[config.mk]
export PLATFORM = sky130hd
export DESIGN_NAME = okrgb_cube
export DESIGN_NICKNAME = d
export VERILOG_FILES = /design/src/rtl/core/okrgb_pkg.sv /design/src/rtl/core/okrgb_cube.sv
export SDC_FILE = /design/constraint.sdc
export NUM_CORES = 2
export LEC_CHECK = 0
export ABC_CLOCK_PERIOD_IN_PS = 15600
export BUFFER_PORTS_ARGS = -buffer_cell sky130_fd_sc_hd__buf_4
export CAP_MARGIN = 20
export CORE_MARGIN = 2
export CORE_UTILIZATION = 28
export DETAILED_ROUTE_END_ITERATION = 8
export HOLD_SLACK_MARGIN = 0.05
export PLACE_DENSITY = 0.39
export SYNTH_ARGS = -nofsm -noshare
export SYNTH_HDL_FRONTEND = slang
export SYNTH_SLANG_ARGS = --single-unit
[constraint.sdc]
create_clock -name clk -period 15.6 [get_ports clk]
set_clock_uncertainty 0.1 [all_clocks]
set_input_delay 2.34 -clock clk [delete_from_list [all_inputs] [get_ports clk]]
set_output_delay 2.34 -clock clk [all_outputs]
set_load 0.01 [all_outputs]
[src/rtl/core/okrgb_pkg.sv]
// ----------------------------------------------------------------------------
// okrgb_pkg
// Types, fixed-point widths and matrix coefficients shared by the OKLab to
// 8-bit RGBA converter.
// ----------------------------------------------------------------------------
`default_nettype none

package okrgb_pkg;

  typedef struct packed {
    logic        [15:0] lightness;
    logic signed [15:0] green_red_axis;
    logic signed [15:0] blue_yellow_axis;
    logic        [7:0]  opacity_in;
  } pixel_t;

  typedef struct packed {
    logic [7:0] red;
    logic [7:0] green;
    logic [7:0] blue;
    logic [7:0] opacity_out;
    logic       clipped;
  } color_t;

  localparam int FRAC   = 20;  // fraction bits of l', m', s', cubes, channels
  localparam int COEF_W = 34;  // Q.30 coefficient, signed
  localparam int SUM1_W = 50;  // Q.45 sum of the first matrix
  localparam int Q20_W  = 24;  // l', m', s' in Q.20
  localparam int SQ_W   = 26;  // square in Q.20
  localparam int CUBE_W = 28;  // cube in Q.20
  localparam int PROD2_W = COEF_W + CUBE_W;  // Q.50 product
  localparam int SUM2_W = 64;  // Q.50 sum of the second matrix
  localparam int CH_W   = 32;  // channel in Q.20

  // Q.30 coefficient from a value in units of 1e-10, rounded to nearest.
  function automatic logic signed [COEF_W-1:0] qcoef(input logic [63:0] u);
    logic [63:0] q;
    q = (u * 64'd1048576 + 64'd4882812) / 64'd9765625;
    return $signed(q[COEF_W-1:0]);
  endfunction

  localparam logic signed [COEF_W-1:0] K_LA = qcoef(64'd3963377774);
  localparam logic signed [COEF_W-1:0] K_LB = qcoef(64'd2158037573);
  localparam logic signed [COEF_W-1:0] K_MA = qcoef(64'd1055613458);
  localparam logic signed [COEF_W-1:0] K_MB = qcoef(64'd638541728);
  localparam logic signed [COEF_W-1:0] K_SA = qcoef(64'd894841775);
  localparam logic signed [COEF_W-1:0] K_SB = qcoef(64'd12914855480);

  localparam logic signed [COEF_W-1:0] K_RL = qcoef(64'd40767416621);
  localparam logic signed [COEF_W-1:0] K_RM = qcoef(64'd33077115913);
  localparam logic signed [COEF_W-1:0] K_RS = qcoef(64'd2309699292);
  localparam logic signed [COEF_W-1:0] K_GL = qcoef(64'd12684380046);
  localparam logic signed [COEF_W-1:0] K_GM = qcoef(64'd26097574011);
  localparam logic signed [COEF_W-1:0] K_GS = qcoef(64'd3413193965);
  localparam logic signed [COEF_W-1:0] K_BL = qcoef(64'd41960863);
  localparam logic signed [COEF_W-1:0] K_BM = qcoef(64'd7034186147);
  localparam logic signed [COEF_W-1:0] K_BS = qcoef(64'd17076147010);

  // rows l', m', s'; columns a, b
  localparam logic signed [COEF_W-1:0] MIX1 [3][2] = '{
    '{ K_LA,  K_LB},
    '{-K_MA, -K_MB},
    '{-K_SA, -K_SB}
  };

  // rows red, green, blue; columns l, m, s cubes
  localparam logic signed [COEF_W-1:0] MIX2 [3][3] = '{
    '{ K_RL, -K_RM,  K_RS},
    '{-K_GL,  K_GM, -K_GS},
    '{-K_BL, -K_BM,  K_BS}
  };

endpackage

`default_nettype wire

[src/rtl/core/okrgb_cube.sv]
// ----------------------------------------------------------------------------
// okrgb_cube
// Two-stage Q.20 cube: square rounded to Q.20, then times the input again,
// rounded to Q.20 (round half up).
// ----------------------------------------------------------------------------
`default_nettype none

module okrgb_cube
  import okrgb_pkg::*;
(
  input  wire logic                     clk,
  input  wire logic signed [Q20_W-1:0]  x,
  output      logic signed [CUBE_W-1:0] cube
);

  localparam int SQP_W = 2 * Q20_W;
  localparam int CBP_W = SQ_W + Q20_W;
  localparam logic signed [SQP_W-1:0] HALF_SQ = SQP_W'(2 ** (FRAC - 1));
  localparam logic signed [CBP_W-1:0] HALF_CB = CBP_W'(2 ** (FRAC - 1));

  logic signed [SQP_W-1:0]  sq_full;
  logic signed [CBP_W-1:0]  cube_full;
  logic signed [SQ_W-1:0]   sq;
  logic signed [Q20_W-1:0]  x_d;

  assign sq_full   = SQP_W'(x) * SQP_W'(x) + HALF_SQ;
  assign cube_full = CBP_W'(sq) * CBP_W'(x_d) + HALF_CB;

  always_ff @(posedge clk) begin
    sq   <= $signed(sq_full[FRAC +: SQ_W]);
    x_d  <= x;
    cube <= $signed(cube_full[FRAC +: CUBE_W]);
  end

endmodule

`default_nettype wire

# After elaboration in Yosys (flattened, before gate mapping)
# Index checks and enable logic that the tools add are counted.
dict set report totals {
  reg_bits 78
  latch_bits 0
  ram_bits 0
  romBits 0
  in_bits 25
  mem_count 0
}
dict set report op_classes {
  n_addsub 2
  multipliers 2
  n_div 0
  n_lt_le_gt_ge 0
  n_eq_ne 0
  shift 0
  muxes 0
  bitwise 0
  n_reduce_logical 0
}
# op count
set op_table {}
lappend op_table {{adder 48 x 21 -> 48 bit (second input constant)} 1}
lappend op_table {{multiplier 26 x 24 -> 48 bit} 1}
lappend op_table {{adder 46 x 21 -> 46 bit (second input constant)} 1}
lappend op_table {{multiplier 24 x 24 -> 46 bit} 1}

# Logic depth before layout (Yosys ltp)
dict set report logic_depth {
  depth_word 2
  ltp_mapped 26
}

# Worst setup path after synthesis
# Ideal clock, no wire load.
dict set report synth_path {
  path_kind {input to register}
  from {input x[0]}
  to {register sq[25]}
  arrival_ns 8.402
  slack_ns 7.026
  cell_stages 23
  path_buffers 1
  path_cell_list {clkbuf_1 nand2_1 inv_1 fa_1 fa_1 inv_1 fa_1 inv_1 fa_1 fa_1 fa_1 inv_1 fa_1 inv_1 ha_1 a21o_1 a21o_1 a21oi_1 nand3_1 nor3_1 nor2_1 a311oi_1 xnor2_1}
}
dict set report synth_between {
  elab_chain_cells 2
}
# item line_no
set synth_rtl {}
lappend synth_rtl {{start, declared} okrgb_cube.sv:12} ;# input wire logic signed [Q20_W-1:0] x,
lappend synth_rtl {{multiplier 24 x 24 -> 46 bit} okrgb_cube.sv:26} ;# assign sq_full = SQP_W'(x) * SQP_W'(x) + HALF_SQ;
lappend synth_rtl {{adder 46 x 21 -> 46 bit} okrgb_cube.sv:26}
lappend synth_rtl {{net sq_full[45]} okrgb_cube.sv:21} ;# logic signed [SQP_W-1:0] sq_full;
lappend synth_rtl {{end signal, assigned} okrgb_cube.sv:30} ;# sq <= $signed(sq_full[FRAC +: SQ_W]);
lappend synth_rtl {{end, declared} okrgb_cube.sv:23} ;# logic signed [SQ_W-1:0] sq;
# The timed path passes the listed nets, and every way through them passes these cells.

# Worst setup path in the final report
dict set report layout_path {
  from {input x[21]}
  to {register sq[25]}
}
# The elaborated chain is that of the path after synthesis.

==> results.md <==
- Outcome: finished, final reports clean
- Maximum clock frequency: 109 MHz
- Setup slack, reg-to-reg: 7480 ps
- Final nets: 5716
- DIE AREA: 150000 µm²
- Data required time of the worst path: 15780 ps
- GRT Util Overall: 0.163
- Hold Crit Class: reg -> reg
- CTS tree: yes
- CTS Buffer Depth: 2
- Worst-Margin Slew: 1070 ps
- Antenna Diode Count: 0
- Fin Hold WS: 1060 ps
- DR vias/cell: 4.32
- Post-synthesis simple-gate area fraction: 0.127
- RSZ-0062 raised after global routing: no
- Tmin final: 9150 ps
- DRT antenna net count: 0
- Synth Area in Compound Gates: 0.0326
- Initial antenna violation count: 5
- Die X: 387 µm
- Synthesized cell area: 41100 µm²
- Setup ws final: 6450 ps
- DRC viols: 0
- Final Cycle Share: 0.587
- DP HPWL: 90900 µm
- H-tree levels: 3
- Site row count: 140
- IO Count: 53
- Detailed Routing Iterations Pass 1: 5
- Synth top area cells: fa_1 57%, inv_1 12%, ha_1 8.1%
- Fraction of the mapped netlist area in adder cells: 0.651
- Crit start category: input pin
- Number of flops mapped to enable cells by yosys: 0
- Rel. slew slack: 0.280
- CP endpoint kind: register
- Post-synth top area cell: fa_1
- Placed insts: 6161
- Post-route setup TNS: 0 ps
- Vias: 26700
- Clock slew at reported path FFs: 80 ps
- Syn_nets: 5765
- Share of the synthesized area in the top cell type: 0.570
- Total CTS buffers: 9
- Seq/Total Area, Yosys: 0.0380
- WL/cell: 18.8 µm
- First-pass GRT wire length: 187000 µm
- CP Data Arrival Time: 9340 ps
- Mux contribution to synthesized area: 0.000244
- Clk sinks: 78
- Yosys cell types: 51
- WL final: 116000 µm
- CTS root buf: clkbuf_16
- Die outline height: 387 µm
- Crit-path max FO: 24
- Worst R2R Path Depth: 20
- Pin count of the biggest net entering global routing: 47
- Core Region: 146000 µm²
- Hold Violations, Final: 0
- Latest clock arrival within the worst-skew pair: 410 ps
- Final setup fails: 0
- Worst r2r src: x_d[1]
- Kind of critical path: in -> reg
- Pre-CTS WS: 5890 ps
- Max-cap violations: 0
- Worst hold path cell count: 6
- Post-Synth XOR/XNOR Area: 0.0202
- Synthesis-to-layout area growth: 6.92%
- Largest family of logic cells by synthesized area: adder cells
- Worst r2r dst: cube[25]
- Pins Over Slew Limit: 0
- Seq cells post-synth: 78
- Layout cells sized above 1: 0.0333
- Top FF cell, synth: dfxtp_1
- Number of global-route vias before repair: 31000
- CP endpoint: sq[25]
- CTS resizes: 0
- Crit. Startpoint: x[21]
- GP Congestion: 0.781
- Mean Syn Cell Area: 9.55 µm²
- Initial core utilization: 0.282
- Initial DRC count: 1188
- Post-cts hold buffer count: 0
- Layout Cells excl Fill: 6177
- FFs w/ async S/R, synth: 0
- Congestion Overflow GR: 0
- Syn Inst Count: 4304
- # port buffers: 52
- Post-CTS Setup Inserts: 0
- Yosys warns: 0
state kept, by name (all words and copies together) (netlist names):
register	cells
cube	28
x_d	24
sq	26
cells in the final DEF, fill, tap and decap left out, types with 30 or more instances in the layout:
cell type  netlist  routed
dfxtp_1         78      71
buf_4            0     104
a21o_1          40      40
nand2_1        513     513
nor2_1          40      40
nor2b_1         38      38
inv_1         1266    1266
fa_1          1171    1171
a21oi_1         66      66
and2_1         383     383
xnor2_1         72      72
o21ai_0         30      30
ha_1           265     265
logic make-up after synthesis:
| family | Yosys count |
|---|---|
| adder cells (fa/ha/maj) | 1436 |
| buffers and inverters | 1430 |
| AND/OR/NAND/NOR | 1059 |
| AO/OA/AOI/OAI | 205 |
| XOR/XNOR | 95 |
| flip-flops | 78 |
| multiplexers | 1 |
worst max-delay path, stage by stage:
cell	delay [ps]
buf_4	320
inv_1	360
nor2_1	610
fa_1	500
inv_1	80
fa_1	470
fa_1	520
inv_1	50
fa_1	420
fa_1	500
fa_1	560
inv_1	60
fa_1	500
inv_1	50
ha_1	350
a21o_1	210
a21o_1	160
a21oi_1	260
nand3_1	110
nor3_1	300
nor2_1	170
a311oi_1	300
xnor2_1	100
metrics by stage:
stage | util | cell area, µm²
3_5_place_dp | 0.300 | 43700
6_report | 0.302 | 43900
4_1_cts | 0.302 | 43900
2_1_floorplan | - | 41100
3_3_place_gp | 0.300 | 43700
5_1_grt | 0.302 | 43900
worst min path at each step:
stage / endpoint / slack, ps / start
after global placement: cube[27] / 1070 / sq[25]
after CTS: cube[27] / 1090 / sq[25]
after detailed placement: cube[27] / 1060 / sq[25]
final: cube[27] / 1060 / sq[25]
after floorplan: cube[27] / 740 / sq[25]
after global routing: cube[27] / 1160 / sq[25]
cell type report:
class | count | area (µm²)
fill | 15500 | 102000
timing repair buffer | 104 | 781
clock inverter | 7 | 55.1
clock buffer | 9 | 225
tap | 1917 | 2400
multi-input combinational | 2796 | 34200
inverter | 1266 | 4750
sequential | 78 | 1570
routing by layer:
layer  global-route usage  up-vias  part of all wire
li1                     -    12100                 -
met1                0.235    14200              0.49
met2                0.276      339              0.48
met3               0.0110       57             0.023
met4               0.0244        0             0.012
met5                    0        -                 0
Yosys cell counts (15+ instances only):
cell type  instances
o21ai_0           30
a21oi_1           66
clkbuf_1         163
fa_1            1171
nand4_1           15
a21o_1            40
nand2_1          513
xnor2_1           72
dfxtp_1           78
nand2b_1          17
nor2b_1           38
and2_1           383
ha_1             265
nor2_1            40
xor2_1            23
inv_1           1266
nand3_1           22
Power is left out: the tool's default activity adds up to more than one toggle a clock period on the data nets, which glitch-free logic cannot reach.
