<file path="src/rtl/core/okrgb_pkg.sv">
// ----------------------------------------------------------------------------
// okrgb_pkg
// Types, fixed-point widths and matrix coefficients shared by the OKLab to
// 8-bit RGBA converter.
// ----------------------------------------------------------------------------
`default_nettype none

package okrgb_pkg;

  typedef struct packed {
    logic        [15:0] lightness;
    logic signed [15:0] green_red_axis;
    logic signed [15:0] blue_yellow_axis;
    logic        [7:0]  opacity_in;
  } pixel_t;

  typedef struct packed {
    logic [7:0] red;
    logic [7:0] green;
    logic [7:0] blue;
    logic [7:0] opacity_out;
    logic       clipped;
  } color_t;

  localparam int FRAC   = 20;  // fraction bits of l', m', s', cubes, channels
  localparam int COEF_W = 34;  // Q.30 coefficient, signed
  localparam int SUM1_W = 50;  // Q.45 sum of the first matrix
  localparam int Q20_W  = 24;  // l', m', s' in Q.20
  localparam int SQ_W   = 26;  // square in Q.20
  localparam int CUBE_W = 28;  // cube in Q.20
  localparam int PROD2_W = COEF_W + CUBE_W;  // Q.50 product
  localparam int SUM2_W = 64;  // Q.50 sum of the second matrix
  localparam int CH_W   = 32;  // channel in Q.20

  // Q.30 coefficient from a value in units of 1e-10, rounded to nearest.
  function automatic logic signed [COEF_W-1:0] qcoef(input logic [63:0] u);
    logic [63:0] q;
    q = (u * 64'd1048576 + 64'd4882812) / 64'd9765625;
    return $signed(q[COEF_W-1:0]);
  endfunction

  localparam logic signed [COEF_W-1:0] K_LA = qcoef(64'd3963377774);
  localparam logic signed [COEF_W-1:0] K_LB = qcoef(64'd2158037573);
  localparam logic signed [COEF_W-1:0] K_MA = qcoef(64'd1055613458);
  localparam logic signed [COEF_W-1:0] K_MB = qcoef(64'd638541728);
  localparam logic signed [COEF_W-1:0] K_SA = qcoef(64'd894841775);
  localparam logic signed [COEF_W-1:0] K_SB = qcoef(64'd12914855480);

  localparam logic signed [COEF_W-1:0] K_RL = qcoef(64'd40767416621);
  localparam logic signed [COEF_W-1:0] K_RM = qcoef(64'd33077115913);
  localparam logic signed [COEF_W-1:0] K_RS = qcoef(64'd2309699292);
  localparam logic signed [COEF_W-1:0] K_GL = qcoef(64'd12684380046);
  localparam logic signed [COEF_W-1:0] K_GM = qcoef(64'd26097574011);
  localparam logic signed [COEF_W-1:0] K_GS = qcoef(64'd3413193965);
  localparam logic signed [COEF_W-1:0] K_BL = qcoef(64'd41960863);
  localparam logic signed [COEF_W-1:0] K_BM = qcoef(64'd7034186147);
  localparam logic signed [COEF_W-1:0] K_BS = qcoef(64'd17076147010);

  // rows l', m', s'; columns a, b
  localparam logic signed [COEF_W-1:0] MIX1 [3][2] = '{
    '{ K_LA,  K_LB},
    '{-K_MA, -K_MB},
    '{-K_SA, -K_SB}
  };

  // rows red, green, blue; columns l, m, s cubes
  localparam logic signed [COEF_W-1:0] MIX2 [3][3] = '{
    '{ K_RL, -K_RM,  K_RS},
    '{-K_GL,  K_GM, -K_GS},
    '{-K_BL, -K_BM,  K_BS}
  };

endpackage

`default_nettype wire

</file>
<file path="src/rtl/core/okrgb_byte.sv">
// ----------------------------------------------------------------------------
// okrgb_byte
// Scale a Q.20 channel by 255, truncate toward zero and saturate to a byte,
// flagging saturation.
// ----------------------------------------------------------------------------
`default_nettype none

module okrgb_byte
  import okrgb_pkg::*;
(
  input  wire logic signed [CH_W-1:0] ch,
  output      logic        [7:0]      value,
  output      logic                   clip
);

  localparam int VW = CH_W + 8;
  localparam logic signed [VW-1:0] NEG_ONE = -VW'(2 ** FRAC);

  logic signed [VW-1:0] v;

  assign v = (VW'(ch) <<< 8) - VW'(ch);

  always_comb begin
    if (v[VW-1]) begin
      value = 8'd0;
      clip  = (v <= NEG_ONE);
    end else if (|v[VW-2:FRAC+8]) begin
      value = 8'd255;
      clip  = 1'b1;
    end else begin
      value = v[FRAC +: 8];
      clip  = 1'b0;
    end
  end

endmodule

`default_nettype wire

</file>
<file path="config.mk">
export PLATFORM = sky130hd
export DESIGN_NAME = okrgb_byte
export DESIGN_NICKNAME = d
export VERILOG_FILES = /design/src/rtl/core/okrgb_pkg.sv /design/src/rtl/core/okrgb_byte.sv
export SDC_FILE = /design/constraint.sdc
export NUM_CORES = 1
export LEC_CHECK = 0
export BUFFER_PORTS_ARGS = -buffer_cell sky130_fd_sc_hd__buf_4
export CORE_MARGIN = 3
export CORE_UTILIZATION = 30
export DETAILED_ROUTE_END_ITERATION = 12
export SYNTH_ARGS = -nofsm -noshare
export SYNTH_HDL_FRONTEND = slang
export SYNTH_SLANG_ARGS = --single-unit
</file>
<file path="constraint.sdc">
create_clock -name vclk -period 5.5
set_clock_uncertainty 0.2 [all_clocks]
set_input_delay 1.1 -clock vclk [all_inputs]
set_output_delay 1.1 -clock vclk [all_outputs]
set_load 0.05 [all_outputs]
</file>
# After elaboration in Yosys (flattened, before gate mapping)
# Index checks and enable logic that the tools add are counted.
dict set report word_totals {
  in_bits 32
  regBits 0
  elab_cells 7
  output_inout_bits 9
}
dict set report classes {
  addsub 1
  mux 4
  reduce_logical 1
  order_cmp 1
}
# operator count
set ops {}
lappend ops {{<= comparator 40 x 21 -> 1 bit, second input constant} 1}
lappend ops {{subtractor 40 x 32 -> 40 bit} 1}
lappend ops {{two-way mux 8 bit} 2}
lappend ops {{OR reduction 11 bit} 1}
lappend ops {{two-way mux 1 bit} 2}

# Logic depth before layout (Yosys ltp)
# Gate-level depths: netlist of the first run.
dict set report logic_depth {
  ltp_word 4
  mapped_depth 13
  mapped_depth_nobuf 12
}

# Worst setup path before layout of the first run
# Ideal clock, no wire load.
dict set report synth_timing {
  path_type {in2out}
  start {in ch[9]}
  end {out clip}
  slack_ns -0.089
  n_path_buf 0
  stages 12
  t_arrival_ns 4.289
  required_ns 4.200
  path_cell_list {inv_1 ha_1 or4b_1 nor4_4 o311ai_2 a211oi_2 o2111a_2 o21ai_2 and3_4 a2111o_1 nor4_4 mux2i_1}
}
dict set report synth_via {
  elab_chain_len 4
  word_cells_on_any_way 5
  cone_classes {add/sub: 1; order compare: 1; mux: 2; reduce/logical: 1}
}
# element line_no
set synth_lines {}
lappend synth_lines {{start: declaration} okrgb_byte.sv:11} ;# input wire logic signed [CH_W-1:0] ch,
lappend synth_lines {{subtractor 40 x 32 -> 40 bit *} okrgb_byte.sv:21} ;# assign v = (VW'(ch) <<< 8) - VW'(ch);
lappend synth_lines {{parallel branches: the longest is 2 deep, another holds <= comparator 40 x 21 -> 1 bit} n/a}
lappend synth_lines {{two-way mux 1 bit *} okrgb_byte.sv:24} ;# if (v[VW-1]) begin
lappend synth_lines {{end: declaration} okrgb_byte.sv:13} ;# output logic clip
# Every way passes the cells marked *.

# Final worst setup path of the first run
dict set report layout_timing {
  start {in ch[1]}
  end {out clip}
}
# Same word-level chain as after synthesis.

==> Flow_metrics.wiki, run 1 <==
{| class="wikitable"
! Metric !! Value
|-
| Result of the run || complete, but fails checks
|-
| Violated checks || setup timing
|-
| WL/cell || 14.68 um
|-
| Placed wire-length estimate after detailed placement || 6418 um
|-
| Number of buffers inserted by hold repair at cts || 0
|-
| Maximum capacitance violations || 0
|-
| Instance count of the mapped netlist || 324
|-
| Die H || 89.03 um
|-
| Total die area || 0.007926 mm^2
|-
| Post-DR vias/cell || 5.538
|-
| Initial antenna violation count || 0
|-
| Part of the Yosys area used for sequential elements || 0
|-
| Site Rows || 29
|-
| Number of sequential cells || 0
|-
| Initial core utilization || 0.3167
|-
| Worst slew pin tran || 0.6022 ns
|-
| Share of post-route cells with drive strength above 1 || 0.3858
|-
| Combinational Power Share || 1.000
|-
| Post-synth cell types || 54
|-
| Area growth, synth to finish || 61.28%
|-
| Final period utilization || 1.018
|-
| Final Hold Fails || 0
|-
| Aggregate global-route resource usage || 0.1833
|-
| Buffers on Ports || 41
|-
| Synth warnings || 0
|-
| Clk_buf instances || 0
|-
| Wire length of the first global-routing pass || 11,920 um
|-
| Number of DRC violations after detailed-routing iteration 0 || 212
|-
| Ports placed on the boundary || 41
|-
| Post-Synthesis Mean Instance Area || 6.383 um^2
|-
| Classification of the worst setup path || in -> out
|-
| Worst Setup Start Kind || primary input
|-
| VDD IR-drop max || 0.05954 mV
|-
| Critical Path, Cell by Cell || buf_8 -> ha_4 -> or4b_4 -> nor4_4 -> buf_4 -> o311ai_4 -> a211oi_4 -> o2111a_2 -> o21ai_2 -> and3_4 -> a2111o_1 -> nor4_4 -> buf_4 -> mux2i_2 -> buf_6
|-
| Arrival time at the worst endpoint || 4.30 ns
|-
| Hold-critical path depth || 5
|-
| Hold Path End || value[6]
|-
| Count of nets left with antenna violations after detail routing || 0
|-
| Via count of the first global-routing pass || 2,587
|-
| Critical path required time || 4.20 ns
|-
| Total Nets Final || 503
|-
| Type of the most critical hold path || in -> out
|-
| Via count || 2,852
|-
| First-pass iteration count of the detailed router || 5
|-
| Min-delay src || ch[30]
|-
| Die Wd || 89.03 um
|-
| Core area || 0.006531 mm^2
|-
| Pint || 190.5 uW
|-
| Total wire length || 7561 um
|-
| Number of setup violations in the final report || 9
|-
| Post-synthesis net count || 387
|-
| Clock group share of total power || 0
|-
| Number of remaining DRC errors || 0
|-
| Total standard cell area after synthesis || 0.002068 mm^2
|-
| Slowest cell on crit path || sky130_fd_sc_hd__or4b_4
|-
| Total power density per cell area || 125.7 mW/mm^2
|-
| Switch Pwr || 228.9 uW
|-
| CP Capture Type || primary output
|-
| Antenna Diode Count || 0
|-
| Max-slew headroom || 0.5981
|-
| Max Fclk || 178.5 MHz
|-
| Unrepaired setup endpoints after global routing || yes
|-
| Largest net degree at the start of global routing || 13
|-
| Delay of the slowest cell on the worst path || 0.47 ns
|-
| Net Sw Frac || 0.5458
|-
| Crit path time final || 5.601 ns
|-
| Sequential cell area || 0 um^2
|-
| Leading cell type in the layout, fill and taps excluded || sky130_fd_sc_hd__buf_4
|-
| Standard cell area after detailed placement || 0.002983 mm^2
|-
| Lkg Pwr || 1.543 nW
|-
| Total non-filler cell area in the finished layout || 0.003336 mm^2
|-
| Final-layout worst hold slack || 2.662 ns
|-
| Leading cell types in the layout, fill and taps excluded || sky130_fd_sc_hd__buf_4, sky130_fd_sc_hd__nand2_1, sky130_fd_sc_hd__inv_1
|-
| Highest fanout seen on the critical path || 4
|-
| Relative contribution of sequential cells to total power || 0
|-
| Last weighted congestion value of the routability-driven placer || 0.8831
|-
| PnR worst setup slack || -0.1012 ns
|-
| Grt total ovfl || 0
|-
| Count of final max-slew check failures || 0
|}
[layout make-up]
type | count | area, um^2
inverters | 33 | 126.4
repair buffers | 123 | 975.9
well taps | 77 | 96.34
multi-input cells | 282 | 2137
fillers | 648 | 3196
[worst max path at each step]
| stage | startpoint | endpoint | slack, ns | depth (start not counted) |
|---|---|---|---|---|
| after floorplan | ch[9] | value[0] | -0.08 | 12 |
| after global placement | ch[13] | clip | -0.33 | 14 |
| after detailed placement | ch[2] | clip | -0.32 | 13 |
| after CTS | ch[1] | clip | -0.15 | 15 |
| after global routing | ch[10] | clip | -0.25 | 14 |
| final | ch[1] | clip | -0.10 | 15 |
[stage by stage]
stage | TNS [ns] | std cells | utilization | setup slack, ns | power, mW
final | -0.7036 | 515 | 0.5107 | -0.1012 | 0.4194
after global routing | -2.019 | 515 | 0.5107 | -0.2508 | 0.4527
after CTS | -1.176 | 509 | 0.4854 | -0.1473 | 0.3906
after detailed placement | -2.526 | 505 | 0.4567 | -0.3178 | 0.3686
after global placement | -2.908 | 505 | 0.4567 | -0.3309 | 0.3651
after floorplan | -0.6581 | 324 | - | -0.08272 | 0.2167
[power groups by stage]
| stage | clock [mW] | sequential [mW] | combinational (mW) |
|---|---|---|---|
| after floorplan | 0 | 0 | 0.217 |
| after global placement | 0 | 0 | 0.365 |
| after detailed placement | 0 | 0 | 0.369 |
| after CTS | 0 | 0 | 0.391 |
| after global routing | 0 | 0 | 0.453 |
| final | 0 | 0 | 0.419 |
[synth_stat cells, types with 2 or more instances]
library cell / instances / area, um^2
sky130_fd_sc_hd__xor2_1: 6 / 52.55
sky130_fd_sc_hd__nand2_1: 36 / 135.1
sky130_fd_sc_hd__a21oi_1: 42 / 210.2
sky130_fd_sc_hd__nor4_4: 2 / 42.54
sky130_fd_sc_hd__or4b_1: 3 / 30.03
sky130_fd_sc_hd__inv_1: 33 / 123.9
sky130_fd_sc_hd__or3_1: 4 / 25.02
sky130_fd_sc_hd__nand4_1: 11 / 68.82
sky130_fd_sc_hd__o21ai_0: 28 / 140.1
sky130_fd_sc_hd__o21bai_1: 4 / 30.03
sky130_fd_sc_hd__o41ai_1: 2 / 17.52
sky130_fd_sc_hd__and2_1: 3 / 18.77
sky130_fd_sc_hd__mux2i_1: 2 / 20.02
sky130_fd_sc_hd__a31oi_1: 2 / 12.51
sky130_fd_sc_hd__o211ai_1: 4 / 30.03
sky130_fd_sc_hd__a211oi_1: 4 / 30.03
sky130_fd_sc_hd__nand3_1: 8 / 40.04
sky130_fd_sc_hd__xnor2_1: 11 / 96.34
sky130_fd_sc_hd__clkbuf_1: 9 / 33.78
sky130_fd_sc_hd__o21a_1: 3 / 22.52
sky130_fd_sc_hd__nor4_1: 3 / 18.77
sky130_fd_sc_hd__nor2_1: 25 / 93.84
sky130_fd_sc_hd__a21boi_0: 4 / 30.03
sky130_fd_sc_hd__nor4_2: 2 / 25.02
sky130_fd_sc_hd__nand2b_1: 2 / 12.51
sky130_fd_sc_hd__nor3_1: 7 / 35.03
sky130_fd_sc_hd__ha_1: 31 / 387.9
sky130_fd_sc_hd__a21o_1: 6 / 45.04
sky130_fd_sc_hd__nand3b_1: 2 / 15.01
[worst max-delay path: cells and delay by family]
kind                     cells  cell delay [ns]
multiplexers                 1             0.08
buffers and inverters        4             0.65
adder cells (fa/ha/maj)      1             0.26
AO/OA/AOI/OAI                5             1.10
AND/OR/NAND/NOR              4             1.12
[layer usage]
metal  share of wire  up-vias  track usage
li1                -     1428            -
met1            0.50     1320       0.2885
met2            0.43       94       0.2834
met3           0.049       10     0.004608
met4           0.013        0      0.02165
met5               0        -            0
[kinds of logic (layout without fill, tap and decap cells)]
family	after synthesis	in the layout	synth area share
compound gates	114	114	0.3430
xor+xnor	17	17	0.07199
fa+ha+maj	31	31	0.1875
buf+inv	42	156	0.07622
mux	2	2	0.009680
simple gates	118	118	0.3116
[timing repair]
action,in CTS,in global routing
resized for setup,39,26
setup endpoints to repair,9,9
pin swaps,15,19
hold endpoints to repair,0,0
cloned,1,0
setup buffers,3,6
(Power assumes the default switching activity.)
==> run 2: changes to the inputs <==
==> constraint.sdc (replaced) <==
create_clock -name vclk -period 6.2
set_clock_uncertainty 0.2 [all_clocks]
set_input_delay 1.24 -clock vclk [all_inputs]
set_output_delay 1.24 -clock vclk [all_outputs]
set_load 0.05 [all_outputs]
==> run 2 against run 1 <==
  * The flow now finishes without violations
  * Sequential cell count unchanged
  * Highest routed layer unchanged
  * Critical endpoint is now value[1]
  * Non-clock buffer count decreased by 68
  * Sequential share of layout area unchanged
  * Count of clock-buffer cells in the layout did not move
  * Setup slack better by 0.22 ns
  * Worst hold slack better by 0.30 ns
  * Cell area is 22% lower
  * First-iteration DRC count decreased by 12%
==> Flow_metrics.wiki, run 2 (synthesized netlist as in run 1, its figures left out) <==
{| class="wikitable"
! Metric !! Value
|-
| Leading cell types in the layout, fill and taps excluded || sky130_fd_sc_hd__buf_4, sky130_fd_sc_hd__a21oi_1, sky130_fd_sc_hd__nand2_1
|-
| Largest net degree at the start of global routing || 13
|-
| Critical path required time || 4.76 ns
|-
| Post-Route Utilization || 0.3979
|-
| Max-slew headroom || 0.5911
|-
| Ports placed on the boundary || 41
|-
| Count of final max-slew check failures || 0
|-
| First-pass iteration count of the detailed router || 5
|-
| Result of the run || finished, final reports clean
|-
| Worst Setup Start Kind || primary input
|-
| Lkg Pwr || 1.173 nW
|-
| Share of post-route cells with drive strength above 1 || 0.1946
|-
| Type of the most critical hold path || in -> out
|-
| Crit path time final || 6.079 ns
|-
| Buffers on Ports || 41
|-
| Total wire length || 6817 um
|-
| Number of remaining DRC errors || 0
|-
| Die Wd || 89.03 um
|-
| Total power density per cell area || 110.2 mW/mm^2
|-
| Maximum capacitance violations || 0
|-
| Antenna Diode Count || 0
|-
| Aggregate global-route resource usage || 0.1663
|-
| Wire length of the first global-routing pass || 10,890 um
|-
| Last weighted congestion value of the routability-driven placer || 0.9035
|-
| Classification of the worst setup path || in -> out
|-
| Area growth, synth to finish || 25.65%
|-
| Final-layout worst hold slack || 2.964 ns
|-
| WL/cell || 15.25 um
|-
| CP Capture Type || primary output
|-
| Initial antenna violation count || 0
|-
| Sequential cell area || 0 um^2
|-
| Initial core utilization || 0.3167
|-
| Die H || 89.03 um
|-
| Grt total ovfl || 0
|-
| Total die area || 0.007926 mm^2
|-
| Count of nets left with antenna violations after detail routing || 0
|-
| Placed wire-length estimate after detailed placement || 5936 um
|-
| Post-DR vias/cell || 5.691
|-
| Leading cell type in the layout, fill and taps excluded || sky130_fd_sc_hd__buf_4
|-
| Highest fanout seen on the critical path || 9
|-
| Max Fclk || 164.5 MHz
|-
| Via count || 2,544
|-
| Clk_buf instances || 0
|-
| Worst slew pin tran || 0.6070 ns
|-
| Number of setup violations in the final report || 0
|-
| CP Launch Point || ch[9]
|-
| Number of sequential cells || 0
|-
| Total Nets Final || 435
|-
| Number of DRC violations after detailed-routing iteration 0 || 186
|-
| Core area || 0.006531 mm^2
|-
| Final period utilization || 0.9804
|-
| Site Rows || 29
|-
| Final Hold Fails || 0
|-
| Arrival time at the worst endpoint || 4.64 ns
|-
| VDD IR-drop max || 0.03848 mV
|-
| Via count of the first global-routing pass || 2,281
|-
| Min-delay src || ch[30]
|}
## run 2: cell types whose count changed in the layout (fill, tap and decap cells not counted), sizes merged
cell  previous run  this run
buf            123        55
## run 2: layout make-up
class,instances,area [um^2]
multi-input cells,282,1962
fillers,725,3933
inverters,33,123.9
repair buffers,55,416.7
well taps,77,96.34
## run 2: power by group
group | total, mW | switching (mW) | internal (mW)
Clock | 0 | 0 | 0
Sequential | 0 | 0 | 0
Combinational | 0.286 | 0.173 | 0.113
## run 2: critical path: stages
cell and delay, ns:
sky130_fd_sc_hd__buf_4 0.09, sky130_fd_sc_hd__inv_1 0.06, sky130_fd_sc_hd__ha_4 0.29, sky130_fd_sc_hd__or4b_4 0.48
sky130_fd_sc_hd__nor4_4 0.35, sky130_fd_sc_hd__o311ai_4 0.18, sky130_fd_sc_hd__a211oi_2 0.37, sky130_fd_sc_hd__o2111a_2 0.25
sky130_fd_sc_hd__o21ai_2 0.07, sky130_fd_sc_hd__and3_4 0.18, sky130_fd_sc_hd__a2111o_1 0.38, sky130_fd_sc_hd__nor4_4 0.23
sky130_fd_sc_hd__buf_6 0.16, sky130_fd_sc_hd__a21oi_1 0.08, sky130_fd_sc_hd__buf_4 0.22
## run 2: worst paths after layout
check                   to  cells after the start
hold / removal        clip                      5
setup / recovery  value[1]                     15
## run 2: per-layer routing
| layer | GRT usage | share of wire | vias up |
|---|---|---|---|
| met5 | 0 | 0 | - |
| met4 | 0.01353 | 0.0065 | 0 |
| met3 | 0.009217 | 0.069 | 4 |
| met2 | 0.2483 | 0.42 | 88 |
| met1 | 0.2684 | 0.51 | 1153 |
| li1 | - | - | 1299 |
## run 2: per-stage QoR
stage	worst slack (ns)	power (mW)	TNS [ns]	cells	cell area (um^2)
6_report	0.1213	0.2864	0	447	2599
5_1_grt	-0.0006390	0.3157	-0.0006390	447	2599
4_1_cts	0.04656	0.2772	0	445	2529
3_5_place_dp	0.05262	0.2759	0	445	2529
3_3_place_gp	0.09020	0.2757	0	445	2529
2_1_floorplan	0.3309	0.1920	0	324	2068
## run 2: repair_timing
| action | CTS | global route |
|---|---|---|
| hold buffers | 0 | 0 |
| resized for setup | 0 | 9 |
| endpoints found under the setup margin | 0 | 9 |
| setup buffers | 0 | 2 |
==> run 3: changes to the inputs <==
--- a/config.mk
+++ b/config.mk
@@ -7,8 +7,9 @@
 export LEC_CHECK = 0
 export BUFFER_PORTS_ARGS = -buffer_cell sky130_fd_sc_hd__buf_4
 export CORE_MARGIN = 3
-export CORE_UTILIZATION = 30
+export CORE_UTILIZATION = 51
 export DETAILED_ROUTE_END_ITERATION = 12
+export PLACE_DENSITY = 0.75
 export SYNTH_ARGS = -nofsm -noshare
 export SYNTH_HDL_FRONTEND = slang
 export SYNTH_SLANG_ARGS = --single-unit
==> run 3 against run 2 <==
  * Cell area grew 1.1%
  * Sequential cell count is the same
  * Power grew 2.5%
  * Routed wire length grew 0.40%
  * Count of clock-buffer cells in the layout is the same
  * Critical endpoint is now value[4]
==> Flow_metrics.wiki, run 3 (synthesized netlist as in run 1, its figures left out) <==
{| class="wikitable"
! Metric !! Value
|-
| Result of the run || finished, final reports clean
|-
| Maximum capacitance violations || 0
|-
| Via count of the first global-routing pass || 2,404
|-
| Via count || 2,615
|-
| VDD IR-drop max || 0.05726 mV
|-
| Site Rows || 22
|-
| Arrival time at the worst endpoint || 4.67 ns
|-
| Net Sw Frac || 0.5994
|-
| Clk_buf instances || 0
|-
| Die Wd || 69.68 um
|-
| Total power density per cell area || 111.8 mW/mm^2
|-
| Count of nets left with antenna violations after detail routing || 0
|-
| Relative contribution of sequential cells to total power || 0
|-
| Critical path required time || 4.76 ns
|-
| Highest fanout seen on the critical path || 5
|-
| Final period utilization || 0.9859
|-
| Share of post-route cells with drive strength above 1 || 0.2202
|-
| Switch Pwr || 176.0 uW
|-
| CP Capture Type || primary output
|-
| Crit path time final || 6.113 ns
|-
| Aggregate global-route resource usage || 0.2595
|-
| Max-slew headroom || 0.5096
|-
| Slowest cell on crit path || sky130_fd_sc_hd__or4b_4
|-
| Buffers on Ports || 41
|-
| Area growth, synth to finish || 26.98%
|-
| Total non-filler cell area in the finished layout || 0.002626 mm^2
|-
| Number of sequential cells || 0
|-
| Worst Setup Start Kind || primary input
|-
| Number of setup violations in the final report || 0
|-
| Leading cell type in the layout, fill and taps excluded || sky130_fd_sc_hd__buf_4
|-
| Ports placed on the boundary || 41
|-
| Delay of the slowest cell on the worst path || 0.47 ns
|-
| Type of the most critical hold path || in -> out
|-
| WL/cell || 16.10 um
|-
| Initial antenna violation count || 0
|-
| Die H || 69.68 um
|-
| Leading cell types in the layout, fill and taps excluded || sky130_fd_sc_hd__buf_4, sky130_fd_sc_hd__a21oi_1, sky130_fd_sc_hd__nand2_1
|-
| Core area || 0.003771 mm^2
|-
| Classification of the worst setup path || in -> out
|-
| Total Nets Final || 442
|-
| Post-Route Utilization || 0.6964
|-
| Count of final max-slew check failures || 0
|-
| Post-DR vias/cell || 6.153
|-
| Last weighted congestion value of the routability-driven placer || 0.9489
|-
| Combinational Power Share || 1.000
|-
| Cell total after placement || 417
|-
| Number of remaining DRC errors || 0
|-
| Max Fclk || 163.6 MHz
|-
| Placed wire-length estimate after detailed placement || 5671 um
|-
| Final cell count without fillers || 425
|-
| Grt total ovfl || 0
|-
| Sequential cell area || 0 um^2
|-
| Largest net degree at the start of global routing || 14
|-
| Antenna Diode Count || 0
|-
| Pint || 117.6 uW
|-
| Standard cell area after detailed placement || 0.002500 mm^2
|-
| Clock group share of total power || 0
|-
| Lkg Pwr || 1.210 nW
|-
| Family with the most delay on the worst path || compound AO/OA/AOI/OAI gates
|-
| Power consumption || 293.6 uW
|-
| Worst slew pin tran || 0.7279 ns
|-
| Total wire length || 6844 um
|-
| Buffer and inverter count on the worst path || 5
|-
| CP most frequent cell || sky130_fd_sc_hd__buf_4
|-
| PnR worst setup slack || 0.08734 ns
|-
| Final-layout worst hold slack || 2.964 ns
|-
| Setup Slack @ Placement || 0.07261 ns
|-
| Initial core utilization || 0.5484
|-
| Number of DRC violations after detailed-routing iteration 0 || 154
|-
| Wire length of the first global-routing pass || 10,810 um
|-
| Final-layout setup total negative slack || 0 ns
|-
| Final Hold Fails || 0
|-
| Total die area || 0.004855 mm^2
|-
| Critical Path, Cell by Cell || buf_4 -> inv_1 -> ha_4 -> or4b_4 -> nor4_4 -> buf_4 -> o311ai_4 -> a211oi_2 -> o2111a_2 -> o21ai_2 -> and3_4 -> a2111o_1 -> nor4_4 -> buf_2 -> a21oi_1 -> buf_4
|-
| First-pass iteration count of the detailed router || 5
|}
run 3: cell count changes in the layout (fill, tap and decap cells not counted), sizes merged:
cell  delta
buf      +7
run 3: final cells by class:
class | instances | area [um^2]
multi-input cells | 282 | 1979
well taps | 48 | 60.06
repair buffers | 62 | 462.9
fillers | 353 | 1145
inverters | 33 | 123.9
run 3: timing repair:
| action | in CTS | in global routing |
|---|---|---|
| setup endpoints to repair | 0 | 9 |
| hold buffers | 0 | 0 |
| endpoints found under the hold margin | 0 | 0 |
| gates resized for setup | 0 | 15 |
| setup buffers | 0 | 7 |
run 3: path summary, 6_finish.rpt:
path              endpoint  depth (start not counted)   start  slack [ns]
hold / removal        clip                          5  ch[30]        2.96
setup / recovery  value[4]                         16   ch[9]        0.09
run 3: power groups by stage:
stage	Combinational [mW]	Clock (mW)	Sequential [mW]
after floorplan	0.192	0	0
after global placement	0.272	0	0
after detailed placement	0.274	0	0
after CTS	0.275	0	0
after global routing	0.321	0	0
final	0.294	0	0
run 3: per-layer routing:
layer,vias up,wire (um),global-route usage
li1,1310,-,-
met1,1188,2752,0.3085
met2,95,3462,0.4841
met3,22,312,0.01159
met4,0,317,0.1000
met5,-,0,0
